**config.mk**
```make
export PLATFORM = sky130hd
export DESIGN_NAME = dma_command_stream_decoder_top
export DESIGN_NICKNAME = d
export VERILOG_FILES = /design/src/rtl/dcsd_pkg.sv /design/src/rtl/dma_command_stream_decoder_top.sv /design/src/rtl/dcsd_front.sv /design/src/rtl/dcsd_op_fifo.sv /design/src/rtl/dcsd_back.sv
export VERILOG_INCLUDE_DIRS = /design/src /design/src/rtl
export SDC_FILE = /design/constraint.sdc
export NUM_CORES = 1
export LEC_CHECK = 0
export ABC_CLOCK_PERIOD_IN_PS = 3650
export BUFFER_PORTS_ARGS = -buffer_cell sky130_fd_sc_hd__buf_2
export CAP_MARGIN = 20
export CORE_MARGIN = 3
export CORE_UTILIZATION = 54
export CTS_CLUSTER_SIZE = 16
export DETAILED_ROUTE_END_ITERATION = 8
export MAX_ROUTING_LAYER = met4
export PLACE_DENSITY = 0.83
export SLEW_MARGIN = 30
export SYNTH_ARGS = -nofsm -noshare
export SYNTH_HDL_FRONTEND = slang
export SYNTH_SLANG_ARGS = --single-unit
```
**constraint.sdc**
```tcl
create_clock -name clk_i -period 3.65 [get_ports clk_i]
set_clock_uncertainty 0.2 [all_clocks]
set_input_delay 0.365 -clock clk_i [delete_from_list [all_inputs] [get_ports clk_i]]
set_output_delay 0.365 -clock clk_i [all_outputs]
set_load 0.05 [all_outputs]
```
**src/rtl/dma_command_stream_decoder_top_macros.svh**
```systemverilog
// Assertion macros shared by the DMA command stream decoder RTL.
`ifndef DMA_COMMAND_STREAM_DECODER_TOP_MACROS_SVH
`define DMA_COMMAND_STREAM_DECODER_TOP_MACROS_SVH

// Same-cycle implication, checked only while reset is released.
`define DCSD_ASSERT_IMPL(label, clk, rst_n, ante, cons) \
  label: assert property (@(posedge clk) disable iff (!rst_n) (ante) |-> (cons)) \
    else $error("dcsd assertion failed");

// Next-cycle implication, checked only while reset is released.
`define DCSD_ASSERT_NEXT(label, clk, rst_n, ante, cons) \
  label: assert property (@(posedge clk) disable iff (!rst_n) (ante) |=> (cons)) \
    else $error("dcsd assertion failed");

`endif

```
**src/rtl/dcsd_pkg.sv**
```systemverilog
// Shared types and constants of the DMA command stream decoder.
package dcsd_pkg;

  localparam int unsigned SLOT_QUEUE_DEPTH_DEF = 4;
  localparam int unsigned OP_FIFO_DEPTH_DEF    = 2;

  localparam int unsigned ADDR_W = 16;
  localparam int unsigned BYTE_W = 8;
  localparam int unsigned SLOT_W = 3;

  // Parameter slot codes.
  localparam logic [SLOT_W-1:0] SLOT_A_LO    = 3'd1;
  localparam logic [SLOT_W-1:0] SLOT_A_HI    = 3'd2;
  localparam logic [SLOT_W-1:0] SLOT_LEN_LO  = 3'd3;
  localparam logic [SLOT_W-1:0] SLOT_LEN_HI  = 3'd4;
  localparam logic [SLOT_W-1:0] SLOT_B_LO    = 3'd5;
  localparam logic [SLOT_W-1:0] SLOT_B_HI    = 3'd6;
  localparam logic [SLOT_W-1:0] SLOT_DISCARD = 3'd7;

  typedef enum logic [1:0] {
    OP_PARAM,
    OP_DIR,
    OP_FIRE
  } op_kind_e;

  // One operation handed from the decoder to the register file.
  typedef struct packed {
    op_kind_e          kind;
    logic [SLOT_W-1:0] slot;
    logic [BYTE_W-1:0] data;
  } op_t;

endpackage

```
**src/rtl/dma_command_stream_decoder_top.sv**
```systemverilog
// Top level of the DMA command stream decoder.
// A fire item passes the operation queue, then the result register, to the master side.
// Throughput: one item per cycle, set by the one-op-per-cycle queue and register file.
// Programming bytes produce no result. A stalled result holds the queue once a fire
// op reaches its head, and the slave side stalls when the queue is full.
// Reset: rst_ni is asynchronous and active low; addresses, length, direction,
// the pending slot count and the operation queue are cleared, outputs go invalid.
`include "dma_command_stream_decoder_top_macros.svh"

module dma_command_stream_decoder_top import dcsd_pkg::*; #(
  parameter int unsigned SLOT_QUEUE_DEPTH = SLOT_QUEUE_DEPTH_DEF,
  parameter int unsigned OP_FIFO_DEPTH    = OP_FIFO_DEPTH_DEF
) (
  input  logic        clk_i,
  input  logic        rst_ni,
  input  logic        s_axis_tvalid_i,
  output logic        s_axis_tready_o,
  input  logic [7:0]  s_axis_tdata_i,   // [7:0] data_byte
  input  logic [0:0]  s_axis_tuser_i,   // [0] mode (1 = fire transfer)
  output logic        m_axis_tvalid_o,
  input  logic        m_axis_tready_i,
  output logic [47:0] m_axis_tdata_o    // [15:0] source_address, [31:16] dest_address,
                                        // [47:32] byte_count
);

  // The front end decides, per item, whether a byte is a parameter or a new
  // command, since that depends only on its own pending slot queue. Anything
  // that touches the DMA registers, or a fire request, is passed on as an
  // operation, so ordering between register updates and fires is preserved.
  logic fe_op_valid, fe_op_ready;
  op_t  fe_op;
  logic be_op_valid, be_op_ready;
  op_t  be_op;
  logic [ADDR_W-1:0] source, dest, count;

  // Helper terms for the checks at the end of the module.
  logic in_fire_accept, fire_pop, be_fire_waiting, out_stalled;

  dcsd_front #(
    .SLOT_QUEUE_DEPTH(SLOT_QUEUE_DEPTH)
  ) u_front (
    .clk_i      (clk_i),
    .rst_ni     (rst_ni),
    .in_valid_i (s_axis_tvalid_i),
    .in_ready_o (s_axis_tready_o),
    .in_mode_i  (s_axis_tuser_i[0]),
    .in_byte_i  (s_axis_tdata_i),
    .op_valid_o (fe_op_valid),
    .op_ready_i (fe_op_ready),
    .op_o       (fe_op)
  );

  // The queue lets the decoder keep taking bytes while a result is stalled.
  dcsd_op_fifo #(
    .DEPTH(OP_FIFO_DEPTH)
  ) u_op_fifo (
    .clk_i        (clk_i),
    .rst_ni       (rst_ni),
    .push_valid_i (fe_op_valid),
    .push_ready_o (fe_op_ready),
    .push_data_i  (fe_op),
    .pop_valid_o  (be_op_valid),
    .pop_ready_i  (be_op_ready),
    .pop_data_o   (be_op)
  );

  dcsd_back u_back (
    .clk_i       (clk_i),
    .rst_ni      (rst_ni),
    .op_valid_i  (be_op_valid),
    .op_ready_o  (be_op_ready),
    .op_i        (be_op),
    .out_valid_o (m_axis_tvalid_o),
    .out_ready_i (m_axis_tready_i),
    .source_o    (source),
    .dest_o      (dest),
    .count_o     (count)
  );

  assign m_axis_tdata_o = {count, dest, source};

  assign in_fire_accept  = s_axis_tvalid_i && s_axis_tready_o && s_axis_tuser_i[0];
  assign fire_pop        = be_op_valid && be_op_ready && (be_op.kind == OP_FIRE);
  assign be_fire_waiting = be_op_valid && (be_op.kind == OP_FIRE);
  assign out_stalled     = m_axis_tvalid_o && !m_axis_tready_i;

  // A fire item that was accepted is queued for the back end.
  `DCSD_ASSERT_NEXT(a_fire_queued, clk_i, rst_ni, in_fire_accept, be_op_valid)

  // A new result appears only after the back end took a fire operation.
  `DCSD_ASSERT_IMPL(a_result_from_fire, clk_i, rst_ni, $rose(m_axis_tvalid_o), $past(fire_pop))

  // A fire operation never overwrites a result that is still stalled.
  `DCSD_ASSERT_IMPL(a_no_overwrite, clk_i, rst_ni, be_fire_waiting && out_stalled, !be_op_ready)

endmodule

```
**src/rtl/dcsd_front.sv**
```systemverilog
// Front end: accepts items, tracks pending parameter slots and decodes commands.
module dcsd_front import dcsd_pkg::*; #(
  parameter int unsigned SLOT_QUEUE_DEPTH = SLOT_QUEUE_DEPTH_DEF
) (
  input  logic              clk_i,
  input  logic              rst_ni,
  input  logic              in_valid_i,
  output logic              in_ready_o,
  input  logic              in_mode_i,
  input  logic [BYTE_W-1:0] in_byte_i,
  output logic              op_valid_o,
  input  logic              op_ready_i,
  output op_t               op_o
);

  localparam int unsigned CNT_W = $clog2(SLOT_QUEUE_DEPTH + 1);
  localparam int unsigned IDX_W = $clog2(SLOT_QUEUE_DEPTH);

  logic [SLOT_W-1:0] slot_q [SLOT_QUEUE_DEPTH];
  logic [SLOT_W-1:0] slot_d [SLOT_QUEUE_DEPTH];
  logic [CNT_W-1:0]  count_q, count_d;

  logic [SLOT_W-1:0] cand [4];
  logic [3:0]        cand_en;
  logic              is_wr0, is_wr12, is_wr3, is_wr4, is_wr5, is_wr6;
  logic              accept;
  logic              need_op;
  logic [CNT_W-1:0]  idx;

  assign in_ready_o = op_ready_i;
  assign accept     = in_valid_i && op_ready_i;
  assign op_valid_o = in_valid_i && need_op;

  // Command classes, checked in priority order below.
  always_comb begin
    is_wr0  = !in_byte_i[7] && (in_byte_i[1:0] != 2'b00);
    is_wr12 = ((in_byte_i & 8'h87) == 8'h04) || ((in_byte_i & 8'h87) == 8'h00);
    is_wr3  = (in_byte_i & 8'h83) == 8'h80;
    is_wr4  = (in_byte_i & 8'h83) == 8'h81;
    is_wr5  = (in_byte_i & 8'hc7) == 8'h82;
    is_wr6  = (in_byte_i & 8'h83) == 8'h83;
  end

  always_comb begin
    for (int k = 0; k < 4; k++) begin
      cand[k] = SLOT_DISCARD;
    end
    cand_en = 4'b0000;
    if (is_wr0) begin
      cand[0] = SLOT_A_LO;
      cand[1] = SLOT_A_HI;
      cand[2] = SLOT_LEN_LO;
      cand[3] = SLOT_LEN_HI;
      cand_en = in_byte_i[6:3];
    end else if (is_wr12) begin
      cand_en[0] = in_byte_i[6];
    end else if (is_wr3) begin
      cand_en[0] = in_byte_i[3];
      cand_en[1] = in_byte_i[4];
    end else if (is_wr4) begin
      cand[0]    = SLOT_B_LO;
      cand[1]    = SLOT_B_HI;
      cand_en[0] = in_byte_i[2];
      cand_en[1] = in_byte_i[3];
      cand_en[2] = in_byte_i[4];
    end else if (is_wr5) begin
      cand_en = 4'b0000;
    end else if (is_wr6) begin
      cand_en[0] = (in_byte_i == 8'hbb);
    end
  end

  always_comb begin
    slot_d  = slot_q;
    count_d = count_q;
    need_op = 1'b0;
    idx     = count_q;
    op_o.kind = OP_FIRE;
    op_o.slot = slot_q[0];
    op_o.data = in_byte_i;
    if (in_mode_i) begin
      need_op = 1'b1;
    end else if (count_q != '0) begin
      // Parameter byte: pop the oldest slot; discarded bytes go no further.
      op_o.kind = OP_PARAM;
      need_op   = (slot_q[0] != SLOT_DISCARD);
      if (accept) begin
        for (int i = 0; i + 1 < SLOT_QUEUE_DEPTH; i++) begin
          slot_d[i] = slot_q[i + 1];
        end
        count_d = count_q - CNT_W'(1);
      end
    end else begin
      op_o.kind = OP_DIR;
      need_op   = is_wr0;
      if (accept) begin
        for (int k = 0; k < 4; k++) begin
          if (cand_en[k] && (idx < CNT_W'(SLOT_QUEUE_DEPTH))) begin
            slot_d[idx[IDX_W-1:0]] = cand[k];
            idx = idx + CNT_W'(1);
          end
        end
        count_d = idx;
      end
    end
  end

  always_ff @(posedge clk_i or negedge rst_ni) begin
    if (!rst_ni) begin
      count_q <= '0;
    end else begin
      count_q <= count_d;
    end
  end

  always_ff @(posedge clk_i) begin
    slot_q <= slot_d;
  end

endmodule

```
**src/rtl/dcsd_op_fifo.sv**
```systemverilog
// Short operation queue between the decoder and the register file.
module dcsd_op_fifo import dcsd_pkg::*; #(
  parameter int unsigned DEPTH = OP_FIFO_DEPTH_DEF
) (
  input  logic clk_i,
  input  logic rst_ni,
  input  logic push_valid_i,
  output logic push_ready_o,
  input  op_t  push_data_i,
  output logic pop_valid_o,
  input  logic pop_ready_i,
  output op_t  pop_data_o
);

  localparam int unsigned PTR_W = (DEPTH > 1) ? $clog2(DEPTH) : 1;
  localparam int unsigned CNT_W = $clog2(DEPTH + 1);

  op_t              mem_q [DEPTH];
  logic [PTR_W-1:0] wr_ptr_q, wr_ptr_d, rd_ptr_q, rd_ptr_d;
  logic [CNT_W-1:0] count_q, count_d;
  logic             do_push, do_pop;

  assign push_ready_o = (count_q != CNT_W'(DEPTH));
  assign pop_valid_o  = (count_q != '0);
  assign pop_data_o   = mem_q[rd_ptr_q];
  assign do_push      = push_valid_i && push_ready_o;
  assign do_pop       = pop_valid_o && pop_ready_i;

  always_comb begin
    wr_ptr_d = wr_ptr_q;
    rd_ptr_d = rd_ptr_q;
    count_d  = count_q;
    if (do_push) begin
      wr_ptr_d = (wr_ptr_q == PTR_W'(DEPTH - 1)) ? '0 : wr_ptr_q + PTR_W'(1);
    end
    if (do_pop) begin
      rd_ptr_d = (rd_ptr_q == PTR_W'(DEPTH - 1)) ? '0 : rd_ptr_q + PTR_W'(1);
    end
    if (do_push && !do_pop) begin
      count_d = count_q + CNT_W'(1);
    end else if (do_pop && !do_push) begin
      count_d = count_q - CNT_W'(1);
    end
  end

  always_ff @(posedge clk_i or negedge rst_ni) begin
    if (!rst_ni) begin
      wr_ptr_q <= '0;
      rd_ptr_q <= '0;
      count_q  <= '0;
    end else begin
      wr_ptr_q <= wr_ptr_d;
      rd_ptr_q <= rd_ptr_d;
      count_q  <= count_d;
    end
  end

  always_ff @(posedge clk_i) begin
    if (do_push) begin
      mem_q[wr_ptr_q] <= push_data_i;
    end
  end

endmodule

```
**src/rtl/dcsd_back.sv**
```systemverilog
// Back end: DMA address, length and direction registers and the result register.
module dcsd_back import dcsd_pkg::*; (
  input  logic              clk_i,
  input  logic              rst_ni,
  input  logic              op_valid_i,
  output logic              op_ready_o,
  input  op_t               op_i,
  output logic              out_valid_o,
  input  logic              out_ready_i,
  output logic [ADDR_W-1:0] source_o,
  output logic [ADDR_W-1:0] dest_o,
  output logic [ADDR_W-1:0] count_o
);

  logic [ADDR_W-1:0] port_a_q, port_a_d;
  logic [ADDR_W-1:0] port_b_q, port_b_d;
  logic [ADDR_W-1:0] length_q, length_d;
  logic              dir_q, dir_d;
  logic              out_valid_q, out_valid_d;
  logic [ADDR_W-1:0] source_q, dest_q, count_q;
  logic              pop, load_out;

  // A fire operation waits only while the result register is held.
  assign op_ready_o = (op_i.kind != OP_FIRE) || !out_valid_q || out_ready_i;
  assign pop        = op_valid_i && op_ready_o;
  assign load_out   = pop && (op_i.kind == OP_FIRE);

  always_comb begin
    port_a_d = port_a_q;
    port_b_d = port_b_q;
    length_d = length_q;
    dir_d    = dir_q;
    if (pop) begin
      case (op_i.kind)
        OP_DIR: begin
          dir_d = op_i.data[2];
        end
        OP_PARAM: begin
          case (op_i.slot)
            SLOT_A_LO:   port_a_d[7:0]  = op_i.data;
            SLOT_A_HI:   port_a_d[15:8] = op_i.data;
            SLOT_LEN_LO: length_d[7:0]  = op_i.data;
            SLOT_LEN_HI: length_d[15:8] = op_i.data;
            SLOT_B_LO:   port_b_d[7:0]  = op_i.data;
            SLOT_B_HI:   port_b_d[15:8] = op_i.data;
            default: begin
            end
          endcase
        end
        default: begin
        end
      endcase
    end
  end

  always_comb begin
    out_valid_d = out_valid_q;
    if (load_out) begin
      out_valid_d = 1'b1;
    end else if (out_ready_i) begin
      out_valid_d = 1'b0;
    end
  end

  always_ff @(posedge clk_i or negedge rst_ni) begin
    if (!rst_ni) begin
      port_a_q    <= '0;
      port_b_q    <= '0;
      length_q    <= '0;
      dir_q       <= 1'b0;
      out_valid_q <= 1'b0;
    end else begin
      port_a_q    <= port_a_d;
      port_b_q    <= port_b_d;
      length_q    <= length_d;
      dir_q       <= dir_d;
      out_valid_q <= out_valid_d;
    end
  end

  always_ff @(posedge clk_i) begin
    if (load_out) begin
      source_q <= dir_q ? port_a_q : port_b_q;
      dest_q   <= dir_q ? port_b_q : port_a_q;
      count_q  <= length_q + ADDR_W'(1);
    end
  end

  assign out_valid_o = out_valid_q;
  assign source_o    = source_q;
  assign dest_o      = dest_q;
  assign count_o     = count_q;

endmodule

```
# Yosys cells after proc, flatten, opt, wreduce, memory -nomap -nowiden

Memories as Yosys holds them, arrays and structs flattened.
Index checks and enable logic that the tools add are counted.

Bits in registers: 117
Memory bits (writable): 26
Input bits: 13
Output and inout port bits: 50
Logic and storage cells: 175
Memories: 1

Memory list:

| name            | words | width | rd ports | clocked after Yosys merged registers in | wr ports | RTL line           | RTL |
|---|---|---|---|---|---|---|---|
| u_op_fifo.mem_q | 2     | 13    | 1        | 0                                       | 1        | dcsd_op_fifo.sv:18 | `op_t mem_q [DEPTH];` |

Add/subtract/negate cells: 10
Magnitude comparators: 12
Equal/unequal tests: 17
Multiplexer cells: 71
Bitwise operators: 6
Reductions and logical operators: 39

Operator list:

| cell                                                                         | number |
|---|---|
| 12-bit two-way mux                                                           | 14 |
| 3-bit two-way mux                                                            | 21 |
| 12-bit bitwise mux                                                           | 4 |
| 16-bit two-way mux                                                           | 2 |
| 3-bit demux with 2-bit select                                                | 4 |
| 6-bit two-way mux                                                            | 4 |
| 3-bit AND reduction                                                          | 7 |
| 3-bit == test, second input constant                                         | 6 |
| 9-bit two-way mux                                                            | 2 |
| 16-bit by 1-bit adder with 16-bit output, second input constant              | 1 |
| 1-bit logical AND                                                            | 16 |
| 1-bit two-way mux                                                            | 13 |
| 3-bit by 1-bit adder with 3-bit output, second input constant                | 4 |
| 3-bit >= comparator, second input constant                                   | 4 |
| 3-bit by 1-bit less-than comparator with 1-bit output, second input constant | 4 |
| 3-bit less-than comparator, second input constant                            | 4 |
| 2-bit inverter with 3-bit output                                             | 4 |
| 2-bit two-way mux                                                            | 5 |
| 8-bit == test, second input constant                                         | 1 |
| 8-bit zero test                                                              | 1 |
| 2-bit nonzero test                                                           | 4 |
| 3-bit by 2-bit == test with 1-bit output, second input constant              | 2 |
| 5-bit == test, second input constant                                         | 1 |
| 5-bit two-way mux                                                            | 1 |
| 17 further kinds                                                             | 26 |

# Depth between registers and ports, before layout

Gate-level depths: netlist (run 1).

Depth in word-level cells: 33
Depth in mapped cells: 17
Mapped depth without buffers: 15

# Hierarchy

Synthesis (run 1) repeated with hierarchy kept, for this count alone.

Cell total of the unflattened synthesis: 506
Area, all modules: 7038.0 um2

By module, submodules not included:

| module       | instances | cells each | area an instance (um2) |
|---|---|---|---|
| dcsd_back    | 1         | 244        | 4041.4 |
| dcsd_front   | 1         | 204        | 1851.8 |
| dcsd_op_fifo | 1         | 58         | 1144.8 |

# Worst setup path after synthesis (run 1)

No wires, ideal clock.

Path type: register to register
Start: register u_op_fifo.rd_ptr_q
End: register u_back.count_q[0], in the netlist u_back.count_o[0] (enable)
Setup time: 454 ps
Arrival: 3144 ps
Setup slack: -148 ps
Cell stages (with the launch flop): 6
Clock period less this slack: 3798 ps
Cell sequence: dfrtp_1 > clkbuf_1 > nor2_1 > a22oi_1 > o22ai_1 > nor2_1

Longest elaborated chain between the ends: 6
Elaborated cells between the ends (all ways): 7
Those cells by class: eq/ne (2); reduce/logical (4); memory (1)

RTL lines:

| item                          | RTL line           | RTL |
|---|---|---|
| start: declaration            | dcsd_op_fifo.sv:19 | `logic [PTR_W-1:0] wr_ptr_q, wr_ptr_d, rd_ptr_q, rd_ptr_d;` |
| start signal: assignment      | dcsd_op_fifo.sv:53 | `rd_ptr_q <= rd_ptr_d;` |
| memory read 2 x 13 bit *      | n/a                |  |
| 2-bit inequality test         | dcsd_back.sv:24    | `assign op_ready_o = (op_i.kind != OP_FIRE) \|\| !out_valid_q \|\| out_ready_i;` |
| 1-bit logical OR (2 in a row) | dcsd_back.sv:24    |  |
| 1-bit logical AND             | dcsd_back.sv:25    | `assign pop = op_valid_i && op_ready_o;` |
| 1-bit logical AND *           | dcsd_back.sv:26    | `assign load_out = pop && (op_i.kind == OP_FIRE);` |
| via u_back.load_out           | dcsd_back.sv:21    | `logic pop, load_out;` |
| end signal: assignment        | dcsd_back.sv:85    | `count_q <= length_q + ADDR_W'(1);` |
| end: declaration              | dcsd_back.sv:20    | `logic [ADDR_W-1:0] source_q, dest_q, count_q;` |

The timed path passes the listed nets; every way through them passes the cells marked *.
A chain may end at the register's enable or synchronous reset.

# Worst setup path after layout (run 1)

Start: input port s_axis_tdata_i[6]
End: register u_front.slot_q (netlist bit u_front.op_o[10]) (data pin)

Longest elaborated chain between the ends: 33
Elaborated cells between the ends (all ways): 65
Those cells by class: add/sub (2); order compare (9); eq/ne (2); mux (42); bitwise (3); reduce/logical (7)

RTL lines:

| item                                                                                                                      | RTL line                             | RTL |
|---|---|---|
| start: declaration                                                                                                        | dma_command_stream_decoder_top.sv:18 | `input logic [7:0] s_axis_tdata_i,` |
| 8-bit == test                                                                                                             | dcsd_front.sv:69                     | `cand_en[0] = (in_byte_i == 8'hbb);` |
| 1-bit two-way mux                                                                                                         | dcsd_front.sv:68                     | `end else if (is_wr6) begin` |
| 1-bit two-way mux                                                                                                         | dcsd_front.sv:66                     | `end else if (is_wr5) begin` |
| 3-bit two-way mux                                                                                                         | dcsd_front.sv:60                     | `end else if (is_wr4) begin` |
| 2-bit two-way mux                                                                                                         | dcsd_front.sv:57                     | `end else if (is_wr3) begin` |
| 1-bit two-way mux                                                                                                         | dcsd_front.sv:55                     | `end else if (is_wr12) begin` |
| 4-bit two-way mux *                                                                                                       | dcsd_front.sv:49                     | `if (is_wr0) begin` |
| 1-bit logical AND                                                                                                         | dcsd_front.sv:98                     | `if (cand_en[k] && (idx < CNT_W'(SLOT_QUEUE_DEPTH))) begin` |
| [17 not listed]                                                                                                           | n/a                                  |  |
| 3-bit >= comparator (not written as such) / 3-bit by 1-bit less-than comparator with 1-bit output (equally long branches) | dcsd_front.sv:99                     | `slot_d[idx[IDX_W-1:0]] = cand[k];` |
| 1-bit logical AND (not written as such)                                                                                   | dcsd_front.sv:99                     |  |
| 3-bit two-way mux (not written as such)                                                                                   | dcsd_front.sv:99                     |  |
| 3-bit demux with 2-bit select                                                                                             | dcsd_front.sv:99                     |  |
| 12-bit bitwise mux                                                                                                        | dcsd_front.sv:99                     |  |
| 12-bit two-way mux *                                                                                                      | dcsd_front.sv:98                     |  |
| 12-bit two-way mux *                                                                                                      | dcsd_front.sv:96                     | `if (accept) begin` |
| 9-bit two-way mux *                                                                                                       | dcsd_front.sv:83                     | `end else if (count_q != '0) begin` |
| end signal: assignment                                                                                                    | dcsd_front.sv:117                    | `slot_q <= slot_d;` |
| end: declaration                                                                                                          | dcsd_front.sv:19                     | `logic [SLOT_W-1:0] slot_q [SLOT_QUEUE_DEPTH];` |

Mark *: on every way between the ends. The rest lies on a longest branch, timed or not. The select of a mux whose other input is x is not followed.

==> results.sh, run 1 <==
export IMPL_outcome="completed"
export IMPL_min_period_ns=3.32
export IMPL_firstDrtPassIters=5
export IMPL_ys_seq_area_frac=0.599
export IMPL_async_flop_share=0.399
export IMPL_worstSetupStartpointType="input port"
export IMPL_num_io_pins=63
export IMPL_grt_pass1_vias=4711
export IMPL_cts_resized=0
export IMPL_synthToLayoutAreaGrowth_pct=18.1
export IMPL_crit_arrival_ns=3.28
export IMPL_postSynthAreaPerCell_um2=11.9
export IMPL_core_um2=12100
export IMPL_leakage_nw=3.19
export IMPL_wire_per_inst_um=17.1
export IMPL_finalSetupViolations=0
export IMPL_pre_cts_ws_ns=-0.0820
export IMPL_crit_required_ns=3.61
export IMPL_grt_pass1_wl_um=23100
export IMPL_clk_latency_ns=0.41
export IMPL_hold_viol=0
export IMPL_grt_max_degree=49
export IMPL_clk_path_buf_depth=2
export IMPL_overflow=0
export IMPL_cp_end_kind="flop"
export IMPL_r2r_cells=13
export IMPL_multi_input_area_um2=2540
export IMPL_synthTopCellsByArea="edfxtp_1, dfrtp_1, mux2_2"
export IMPL_numCtsBuffers=17
export IMPL_setup_slack_ns=0.330
export IMPL_placedCellCount=799
export IMPL_finalCritPeriodShare=0.910
export IMPL_syn_inst=561
export IMPL_holdWs_ns=0.0172
export IMPL_worstMarginPinSlew_ns=0.963
export IMPL_r2r_end="u_front.op_o[10]$_DFFE_PP_"
export IMPL_ys_types=68
export IMPL_relSlewSlack=0.339
export IMPL_ys_ff_latch=143
export IMPL_yosys_area_top_type="edfxtp_1"
export IMPL_post_route_util=0.656
export IMPL_rows=40
export IMPL_hold_start="s_axis_tuser_i"
export IMPL_synthTopCellsByCount="edfxtp_1, nor2_1, dfrtp_1"
export IMPL_ys_warnings_count=0
export IMPL_cts_max_level=4
export IMPL_port_buffers=62
export IMPL_synth_most_common_cell="edfxtp_1"
export IMPL_drive_above_1_share=0.262
export IMPL_dpl_hpwl_um=9580
export IMPL_antenna_found_initial=0
export IMPL_dieArea_um2=13800
export IMPL_drt_iter0_markers=353
export IMPL_r2r_start="u_front.count_q[0]$_DFFE_PN0P_"
export IMPL_ff2ff_setup_slack_ns=0.41
export IMPL_powerDensity_nw_per_um2=966
export IMPL_fmax_ghz=0.301
export IMPL_fin_cells=831
export IMPL_die_x_um=117
export IMPL_ant_nets=0
export IMPL_finalSetupTns_ns=0
export IMPL_drt_total_wl_um=14200
export IMPL_crit_path_start="s_axis_tdata_i[6]"
export IMPL_use_met2=0.371
export IMPL_cts_root_buf="clkbuf_16"
export IMPL_initial_core_util=0.555
export IMPL_hold_path_class="input port to flop"
export IMPL_drv_slew=0
export IMPL_met3_usage=0.0434
export IMPL_cts_tree="yes"
export IMPL_rsz0062_at_grt="false"
export IMPL_regArea_um2=4010
export IMPL_avgViaCountPerCell=5.66
export IMPL_drc=0
export IMPL_gp_congestion=0.906
export IMPL_drv_cap=0
export IMPL_die_y_um=117
export IMPL_fillCellCount=871
export IMPL_insertedDiodeCount=0
export IMPL_ys_flop_type="edfxtp_1"
export IMPL_clock_sinks=143
export IMPL_synth_edf_count=86
export IMPL_nets=680
export IMPL_clk_pin_slew_worst_paths_ns=0.05
export IMPL_critical_path_max_fanout=5
export IMPL_vias=4700
export IMPL_grt_busiest_layer="met2"
export IMPL_irDropWorstVdd_mv=0.433
export IMPL_crit_type="input port to flop"
export IMPL_gr_usage_met1=0.245
export IMPL_synth_fp_nets=589
export IMPL_grt_use_total=0.217
export IMPL_endpoint="u_front.op_o[10]$_DFFE_PP_"
export IMPL_yosysTopAreaCellShare=0.386
export IMPL_syn_area_um2=6700
==> logic make-up after synthesis <==
| family | Yosys count | share of synthesized area |
|---|---|---|
| and+or+nand+nor | 162 | 0.113 |
| DFF | 143 | 0.599 |
| AOI/OAI and AO/OA | 127 | 0.121 |
| muxes | 52 | 0.0841 |
| buffers and inverters | 39 | 0.0248 |
| xor gates and xnor gates | 23 | 0.0301 |
| adders and majority gates | 15 | 0.0280 |
==> registers in the layout, summed over array words and instances, names as in the netlist <==
| register | count |
|---|---|
| u_front.count_q | 3 |
| u_back.source_o | 16 |
| u_op_fifo.wr_ptr_q | 1 |
| u_back.count_o | 16 |
| u_back.dir_q | 1 |
| u_front.slot_q | 9 |
| u_back.dest_o | 16 |
| u_op_fifo.count_q | 2 |
| u_back.port_b_q | 16 |
| u_front.op_o | 3 |
| u_back.port_a_q | 16 |
| u_back.out_valid_o | 1 |
| u_back.length_q | 16 |
| u_op_fifo.mem_q | 26 |
| u_op_fifo.rd_ptr_q | 1 |
==> per-layer routing <==
layer	wire length, um	share of wire	up-vias
met5	0	0	-
met4	425	0.030	0
met3	598	0.042	31
met2	7410	0.52	146
met1	5750	0.41	2301
li1	-	-	2222
==> metrics by stage <==
step,total power [mW],area (um2)
6_report,7.64,7910
5_1_grt,8.05,7910
4_1_cts,7.66,7910
3_5_place_dp,6.01,7350
3_3_place_gp,5.86,7350
2_1_floorplan,5.21,6710
==> worst max-delay path, stage by stage <==
cell     delay (ns)
buf_2          0.10
or4bb_1        0.51
nor2_1         0.21
a21oi_4        0.07
nor2_1         0.26
nand2_1        0.10
nand2_1        0.10
ha_1           0.23
nor2b_1        0.20
a21oi_4        0.05
ha_1           0.34
nor2_1         0.07
nand2_1        0.09
nor2_1         0.06
o21a_1         0.22
a221o_1        0.30
==> power by group <==
group          internal, mW  leakage, nW  total [mW]  switching (mW)
Clock                 0.934        0.263        1.59           0.656
Combinational          1.08         1.47        3.07            1.98
Sequential             2.53         1.46        2.99           0.461
==> worst min path at each step <==
| stage | to | slack (ns) | cells after the start |
|---|---|---|---|
| detailed placement | u_back.length_q[6]$_DFFE_PN0P_ | 0.22 | 1 |
| global route | u_op_fifo.mem_q[0][4]$_DFFE_PP_ | 0.01 | 1 |
| floorplan | u_back.dir_q$_DFFE_PN0P_ | -0.13 | 0 |
| CTS | u_op_fifo.mem_q[0][4]$_DFFE_PP_ | 0.002 | 1 |
| global placement | u_back.length_q[6]$_DFFE_PN0P_ | 0.20 | 1 |
| finish | u_op_fifo.mem_q[0][12]$_DFFE_PP_ | 0.02 | 1 |
==> final cells by class <==
cell class,count,share of cell area
multi-input combinational,379,0.321
clock inverter,12,0.0142
clock buffer,18,0.0542
sequential,143,0.507
timing repair buffer,92,0.0683
inverter,19,0.00901
tap,168,0.0266
==> timing repair <==
item | in CTS | in global routing
endpoints found under the setup margin | 0 | 0
endpoints found under the hold margin | 27 | 0
buffers inserted | 0 | 0
hold buffers | 2 | 0
==> layout by cell type, fill, tap and decap left out, drive strengths merged, types with 3 or more instances in the layout <==
master,n
buf,90
edfxtp,86
nor2,69
a21oi,59
dfrtp,57
nand2,43
mux2,34
o21ai,27
inv,22
mux2i,18
clkbuf,18
xnor2,16
ha,15
nand3,12
and3,7
xor2,7
clkinv,6
nor2b,5
nor3,5
nand2b,4
o22ai,4
a211oi,4
a31oi,4
a21boi,4
a32o,3
(Power assumes the default switching activity.)
==> run 2: changes to the inputs <==
--- a/config.mk
+++ b/config.mk
@@ -6,15 +6,16 @@
 export SDC_FILE = /design/constraint.sdc
 export NUM_CORES = 1
 export LEC_CHECK = 0
-export ABC_CLOCK_PERIOD_IN_PS = 3650
+export ABC_CLOCK_PERIOD_IN_PS = 3700
 export BUFFER_PORTS_ARGS = -buffer_cell sky130_fd_sc_hd__buf_2
 export CAP_MARGIN = 20
 export CORE_MARGIN = 3
-export CORE_UTILIZATION = 54
+export CORE_UTILIZATION = 59
 export CTS_CLUSTER_SIZE = 16
 export DETAILED_ROUTE_END_ITERATION = 8
 export MAX_ROUTING_LAYER = met4
-export PLACE_DENSITY = 0.83
+export PLACE_DENSITY = 0.85
+export SKIP_LAST_GASP = 1
 export SLEW_MARGIN = 30
 export SYNTH_ARGS = -nofsm -noshare
 export SYNTH_HDL_FRONTEND = slang
==> constraint.sdc (replaced) <==
create_clock -name clk_i -period 3.7 [get_ports clk_i]
set_clock_uncertainty 0.2 [all_clocks]
set_input_delay 0.37 -clock clk_i [delete_from_list [all_inputs] [get_ports clk_i]]
set_output_delay 0.37 -clock clk_i [all_outputs]
set_load 0.05 [all_outputs]
==> run 2 against run 1 <==
Cell count down 3.2%. Critical path depth unchanged. Global-route usage up 3.4 points. Register-to-register slack better by 0.13 ns. First-iteration DRC count up 0.57%. Routed wire length up 4.3%. Clock-buffer cell count up 2. Worst setup slack better by 0.023 ns. Via count up 1.6%. Combinational power about the same. Critical endpoint unchanged. Sequential power about the same. Total power up 1.7%.
==> results.sh, run 2 (synthesis gave the netlist of run 1 again) <==
export IMPL_cts_max_level=4
export IMPL_avgViaCountPerCell=5.94
export IMPL_core_um2=11000
export IMPL_cp_slowest_cell="or4bb_1"
export IMPL_numCtsBuffers=17
export IMPL_min_period_ns=3.35
export IMPL_grt_pass1_vias=4885
export IMPL_critPathMaxStageDelay_ns=0.52
export IMPL_cp_cell_sequence="buf_2, or4bb_1, nor2_1, a21oi_4, nor2_1, xnor2_2, ha_1, nor2b_1, a21oi_4, buf_4, inv_1, ha_1, a21boi_1, a21oi_1, a211oi_1, a221o_1"
export IMPL_postCtsSetupBuffers=0
export IMPL_num_io_pins=63
export IMPL_wire_per_inst_um=18.4
export IMPL_hold_viol=0
export IMPL_p_int_mw=4.67
export IMPL_drc=0
export IMPL_whs_path_depth=1
export IMPL_fin_cells=804
export IMPL_leakage_nw=3.21
export IMPL_cp_end_kind="flop"
export IMPL_switching_share=0.399
export IMPL_met3_usage=0.0571
export IMPL_rows=38
export IMPL_dpl_hpwl_um=9720
export IMPL_worstSetupStartpointType="input port"
export IMPL_ant_nets=0
export IMPL_post_route_util=0.724
export IMPL_die_x_um=113
export IMPL_drv_slew=0
export IMPL_clk_pin_slew_worst_paths_ns=0.06
export IMPL_use_met2=0.429
export IMPL_synthToLayoutAreaGrowth_pct=18.7
export IMPL_hold_start="s_axis_tuser_i"
export IMPL_cts_hold_buffers=3
export IMPL_irDropWorstVdd_mv=0.615
export IMPL_crit_required_ns=3.67
export IMPL_p_seq_frac=0.380
export IMPL_cts_root_buf="clkbuf_16"
export IMPL_grt_max_degree=49
export IMPL_r2r_start="u_front.count_q[0]$_DFFE_PN0P_"
export IMPL_ff2ff_setup_slack_ns=0.54
export IMPL_switchingPower_mw=3.10
export IMPL_crit_arrival_ns=3.32
export IMPL_r2r_end="u_front.op_o[10]$_DFFE_PP_"
export IMPL_relSlewSlack=0.417
export IMPL_clock_sinks=143
export IMPL_crit_type="input port to flop"
export IMPL_port_buffers=62
export IMPL_drive_above_1_share=0.262
export IMPL_whs_endpoint="u_op_fifo.mem_q[0][12]$_DFFE_PP_"
export IMPL_cts_tree="yes"
export IMPL_rsz0062_at_grt="false"
export IMPL_power_frac_clock=0.226
export IMPL_power_mw=7.78
export IMPL_critical_path_max_fanout=7
export IMPL_hold_path_class="input port to flop"
export IMPL_gp_congestion=0.928
export IMPL_dieArea_um2=12700
export IMPL_gr_usage_met1=0.274
export IMPL_largest_register_ff_count=26
export IMPL_outcome="completed"
export IMPL_clk_latency_ns=0.42
export IMPL_insertedDiodeCount=0
export IMPL_placedCellCount=769
export IMPL_drt_iter0_markers=355
export IMPL_placed_area_um2=7300
export IMPL_drv_cap=0
export IMPL_grt_pass1_wl_um=24000
export IMPL_top_register="u_op_fifo.mem_q"
export IMPL_grt_use_total=0.251
export IMPL_initial_core_util=0.610
export IMPL_cts_resized=0
export IMPL_clk_path_buf_depth=2
export IMPL_antenna_found_initial=0
export IMPL_fin_area_um2=7950
export IMPL_finalSetupViolations=0
export IMPL_grt_busiest_layer="met2"
export IMPL_combinationalPowerShare=0.393
export IMPL_nets=679
export IMPL_die_y_um=113
export IMPL_overflow=0
export IMPL_powerDensity_nw_per_um2=978
export IMPL_fmax_ghz=0.299
export IMPL_finalCritPeriodShare=0.905
export IMPL_final_common_cell="edfxtp_1"
export IMPL_r2r_cells=13
export IMPL_drt_total_wl_um=14800
export IMPL_firstDrtPassIters=5
export IMPL_final_cell_mix="edfxtp_1, nor2_1, buf_2"
export IMPL_worstMarginPinSlew_ns=0.850
export IMPL_vias=4775
[run 2: changes by cell type in the layout (fill, tap and decap cells not counted), sizes merged]
cell and change:
buf -2, bufinv +2, clkbuf +2, clkinv -2
clkinvlp +3, dlygate4sd3 +1, inv -3
[run 2: metrics by stage]
step,hold WS [ns],setup TNS [ns],setup WS [ns]
6_report,0.0208,0,0.353
5_1_grt,0.0152,0,0.252
4_1_cts,0.000909,0,0.387
3_5_place_dp,0.280,-0.0284,-0.0284
3_3_place_gp,0.275,0,0.0743
2_1_floorplan,-0.126,0,0.0495
[run 2: layout make-up]
| class | instances | area (um2) |
|---|---|---|
| Sequential cell | 143 | 4010 |
| Fill cell | 693 | 3040 |
| Multi-Input combinational cell | 379 | 2540 |
| Timing Repair Buffer | 91 | 538 |
| Clock buffer | 20 | 457 |
| Tap cell | 140 | 175 |
| Clock inverter | 12 | 159 |
| Inverter | 19 | 71.3 |
[run 2: power groups by stage]
stage / Clock, mW / Sequential (mW) / Combinational, mW
finish: 1.76 / 2.96 / 3.06
global route: 1.85 / 3.01 / 3.30
CTS: 1.77 / 2.94 / 3.06
detailed placement: 0 / 2.95 / 2.99
global placement: 0 / 2.89 / 2.90
floorplan: 0 / 3.50 / 1.64
[run 2: how the worst max path moves through the flow]
| stage | from | end |
|---|---|---|
| after floorplan | s_axis_tdata_i[7] | u_front.op_o[10]$_DFFE_PP_ |
| after global placement | s_axis_tdata_i[6] | u_front.op_o[10]$_DFFE_PP_ |
| after detailed placement | s_axis_tdata_i[6] | u_front.op_o[10]$_DFFE_PP_ |
| after CTS | s_axis_tdata_i[6] | u_front.op_o[10]$_DFFE_PP_ |
| after global routing | s_axis_tdata_i[6] | u_front.op_o[10]$_DFFE_PP_ |
| final | s_axis_tdata_i[6] | u_front.op_o[10]$_DFFE_PP_ |
[run 2: metal layers]
| layer | wire [um] | part of all wire |
|---|---|---|
| met3 | 826 | 0.056 |
| met1 | 5670 | 0.38 |
| met4 | 462 | 0.031 |
| met2 | 7830 | 0.53 |
| met5 | 0 | 0 |
[run 2: critical path: cells and delay by family]
kind | cells | cell delay [ns]
simple gates | 4 | 1.24
compound gates | 6 | 0.74
fa+ha+maj | 2 | 0.42
buf+inv | 3 | 0.35
xor+xnor | 1 | 0.18
